## config.mk

```make
export PLATFORM = sky130hd
export DESIGN_NAME = lage_row_unit
export DESIGN_NICKNAME = d
export VERILOG_FILES = /design/src/lage_row_unit.sv
export SDC_FILE = /design/constraint.sdc
export NUM_CORES = 1
export LEC_CHECK = 0
export BUFFER_PORTS_ARGS = -buffer_cell sky130_fd_sc_hd__buf_2
export CAP_MARGIN = 20
export CORE_MARGIN = 4
export CORE_UTILIZATION = 50
export DETAILED_ROUTE_END_ITERATION = 12
export PLACE_DENSITY_LB_ADDON = 0.12
export SLEW_MARGIN = 10
export SYNTH_ARGS = -nofsm -noshare
export SYNTH_HDL_FRONTEND = slang
export SYNTH_SLANG_ARGS = --single-unit
```

## constraint.sdc

```tcl
create_clock -name vclk -period 4.4
set_input_delay 0.88 -clock vclk [all_inputs]
set_output_delay 0.88 -clock vclk [all_outputs]
set_load 0.01 [all_outputs]
```

## src/lage_row_unit.sv

```systemverilog
// Next-generation logic for one grid row from the rows above and below (B3/S23).
`timescale 1ns / 1ps

module lage_row_unit #(
  parameter int COLS = 128
) (
  input  logic [COLS-1:0] row_above,
  input  logic [COLS-1:0] row_mid,
  input  logic [COLS-1:0] row_below,
  output logic [COLS-1:0] row_next
);

  localparam logic [3:0] BIRTH_COUNT   = 4'd3;
  localparam logic [3:0] SURVIVE_COUNT = 4'd2;

  // Dead cells pad both edges, so there is no wrap-around.
  logic [COLS+1:0] up_x;
  logic [COLS+1:0] mid_x;
  logic [COLS+1:0] dn_x;
  logic [3:0]      count [COLS];

  assign up_x  = {1'b0, row_above, 1'b0};
  assign mid_x = {1'b0, row_mid, 1'b0};
  assign dn_x  = {1'b0, row_below, 1'b0};

  for (genvar i = 0; i < COLS; i++) begin : g_col
    assign count[i] = 4'(up_x[i]) + 4'(up_x[i+1]) + 4'(up_x[i+2])
                    + 4'(mid_x[i]) + 4'(mid_x[i+2])
                    + 4'(dn_x[i]) + 4'(dn_x[i+1]) + 4'(dn_x[i+2]);
    assign row_next[i] = (count[i] == BIRTH_COUNT)
                       || (row_mid[i] && (count[i] == SURVIVE_COUNT));
  end

endmodule

```

==> metrics.md <==
| Metric | Value |
|---|---|
| Power density cells | 240.8 mW/mm^2 |
| Synthesized Nets | 3685 |
| RSZ-0062 raised after global routing | true |
| Crit-path most repeated cell | fa_1 |
| Max-Cap Viols | 0 |
| PnR Total Power | 7.145 mW |
| Status | finished with violations |
| Effective utilization at floorplan | 51.04% |
| Routed WL per cell | 14.90 um |
| # IOs | 512 |
| Largest net degree at the start of global routing | 4 |
| Gate Count Post-Synth | 2413 |
| Max transition margin | 82.49% |
| Post-Syn Area | 0.02160 mm^2 |
| Fin worst setup slack | -0.1910 ns |
| Drt first-iter violations | 494 |
| DPL Wire Length | 52140 um |
| Number of global-route vias before repair | 20.88k |
| Detailed Routing Iterations Pass 1 | 4 |
| Final period utilization | 104.3% |
| Clock buf count | 0 |
| Die Ht | 215.9 um |
| Total wire length | 57010 um |
| FMAX | 0.2178 GHz |
| Critical path's slowest cell | fa_1 |
| Initial antenna violation count | 37 |
| Num sequential | 0 |
| Synth warn | 0 |
| Worst path bufs/invs | 5 |
| CP max stage delay | 0.56 ns |
| GP Congestion | 0.9166 |
| Worst Path Required | 3.52 ns |
| Vias per cell | 4.826 |
| Worst path arrival time | 3.71 ns |
| Smallest hold slack | 2.113 ns |
| Worst setup SP type | primary input |
| Crit path cell chain | buf_8 -> inv_6 -> buf_6 -> fa_1 -> fa_1 -> fa_1 -> inv_2 -> ha_4 -> fa_2 -> o21ai_2 -> a21oi_2 -> buf_2 |
| Vias | 18.46k |
| Period minus WS final | 4.591 ns |
| Syn-to-layout area delta | 37.38% |
| Worst Hold Class | in2out |
| Row count | 75 |
| Tot GR Track Use | 24.15% |
| Slew @ Worst Pin | 0.2623 ns |
| P_leak | 15.86 nW |
| Type of the worst setup path | in2out |
| Final hold viol count | 0 |
| Final Max Slew Viols | 0 |
| Grt ovf | 0 |
| CP endpoint kind | output pin |
| Count of different cell masters after synthesis | 14 |
| Die area | 0.04659 mm^2 |
| Core ar. | 0.04232 mm^2 |
| Maximum VDD drop | 0.1486 mV |
| Post-DRT Antenna Nets | 0 |
| Share of cells above drive strength 1 | 42.38% |
| IO buf count | 512 |
| Final #Nets | 4495 |
| Final setup violating endpoints | 119 |
| Violated checks | negative setup slack |
| Top delay family on crit path | adder cells |
| Storage cell area | 0 um^2 |
| DRC viols | 0 |
| Die Width | 215.9 um |
| Register area share after synthesis | 0% |
| Syn avg cell area | 8.952 um^2 |
| First-pass GRT wire length | 94400 um |
| Crit path max fanout | 2 |
tightest hold or removal path, cell delays in order:
cell	delay [ns]
buf_8	0.08
o21ai_2	0.05
a21oi_2	0.09
buf_2	0.13
layer usage:
| metal | wire, um | track usage, % | up-vias |
|---|---|---|---|
| met3 | 3593 | 4.951 | 147 |
| met4 | 2529 | 8.804 | 24 |
| met2 | 29860 | 44.45 | 392 |
| met5 | 150 | 0 | - |
| met1 | 20870 | 27.71 | 8971 |
| li1 | - | - | 8926 |
power by group:
part	internal, mW	switching [mW]	total [mW]
logic	3.37	3.77	7.15
clock network	0.000000822	0	0.000000822
registers	0	0	0
timing repair:
| action | in CTS | in global routing |
|---|---|---|
| pin swaps | 298 | 294 |
| gates resized for setup | 725 | 286 |
| setup buffers | 19 | 19 |
| endpoints found under the setup margin | 125 | 125 |
| hold buffers | 0 | 0 |
cells in the mapped netlist (all sizes together):
master	instances	area, um^2
nor2	4	15.01
fa	508	10170
a21oi	250	1251
inv	890	3341
o21ai	125	625.6
ha	380	4755
a31oi	1	6.260
nand2	1	3.750
or2	125	782.0
nor3b	2	15.01
nor2b	1	6.260
nand3	125	625.6
nor3	1	5.000
path summary, 6_finish.rpt:
check                      start             to  slack, ns  cells past startpoint
setup / recovery  row_above[115]  row_next[115]      -0.19                     12
hold / removal       row_mid[40]   row_next[40]       2.11                      4
cell type report:
cell class | instances | area (um^2)
multi-input combinational | 1523 | 19470
fill | 3336 | 12650
timing repair buffer | 808 | 5847
inverter | 890 | 3568
tap | 577 | 721.9
antenna | 27 | 67.56
logic make-up after synthesis:
family / count (synthesis) / share of synthesized area, %
adder cells (fa/ha/maj): 888 / 69.09
AND/OR/NAND/NOR: 259 / 6.725
AO/OA/AOI/OAI: 376 / 8.718
buffers and inverters: 890 / 15.47
through the flow:
step	setup slack [ns]	std cells	cell area, um^2	util, %	TNS, ns
2_1_floorplan	0.09313	2413	21600	-	0
3_3_place_gp	-0.2599	3760	26820	63.38	-17.50
3_5_place_dp	-0.2791	3760	26820	63.38	-22.16
4_1_cts	-0.2034	3779	28620	67.63	-12.83
5_1_grt	-0.3225	3820	29660	70.09	-19.03
6_report	-0.1910	3825	29670	70.12	-6.965
placed cells by master, fill, tap and decap left out, drive strengths merged:
| master | synthesis | routed |
|---|---|---|
| ha | 380 | 380 |
| diode | 0 | 27 |
| nor2 | 4 | 4 |
| nand3 | 125 | 125 |
| buf | 0 | 808 |
| a31oi | 1 | 1 |
| nor3b | 2 | 2 |
| nor2b | 1 | 1 |
| o21ai | 125 | 125 |
| inv | 890 | 890 |
| fa | 508 | 508 |
| or2 | 125 | 125 |
| nor3 | 1 | 1 |
| a21oi | 250 | 250 |
| nand2 | 1 | 1 |
Note: power is estimated with default switching activity, not from simulation.
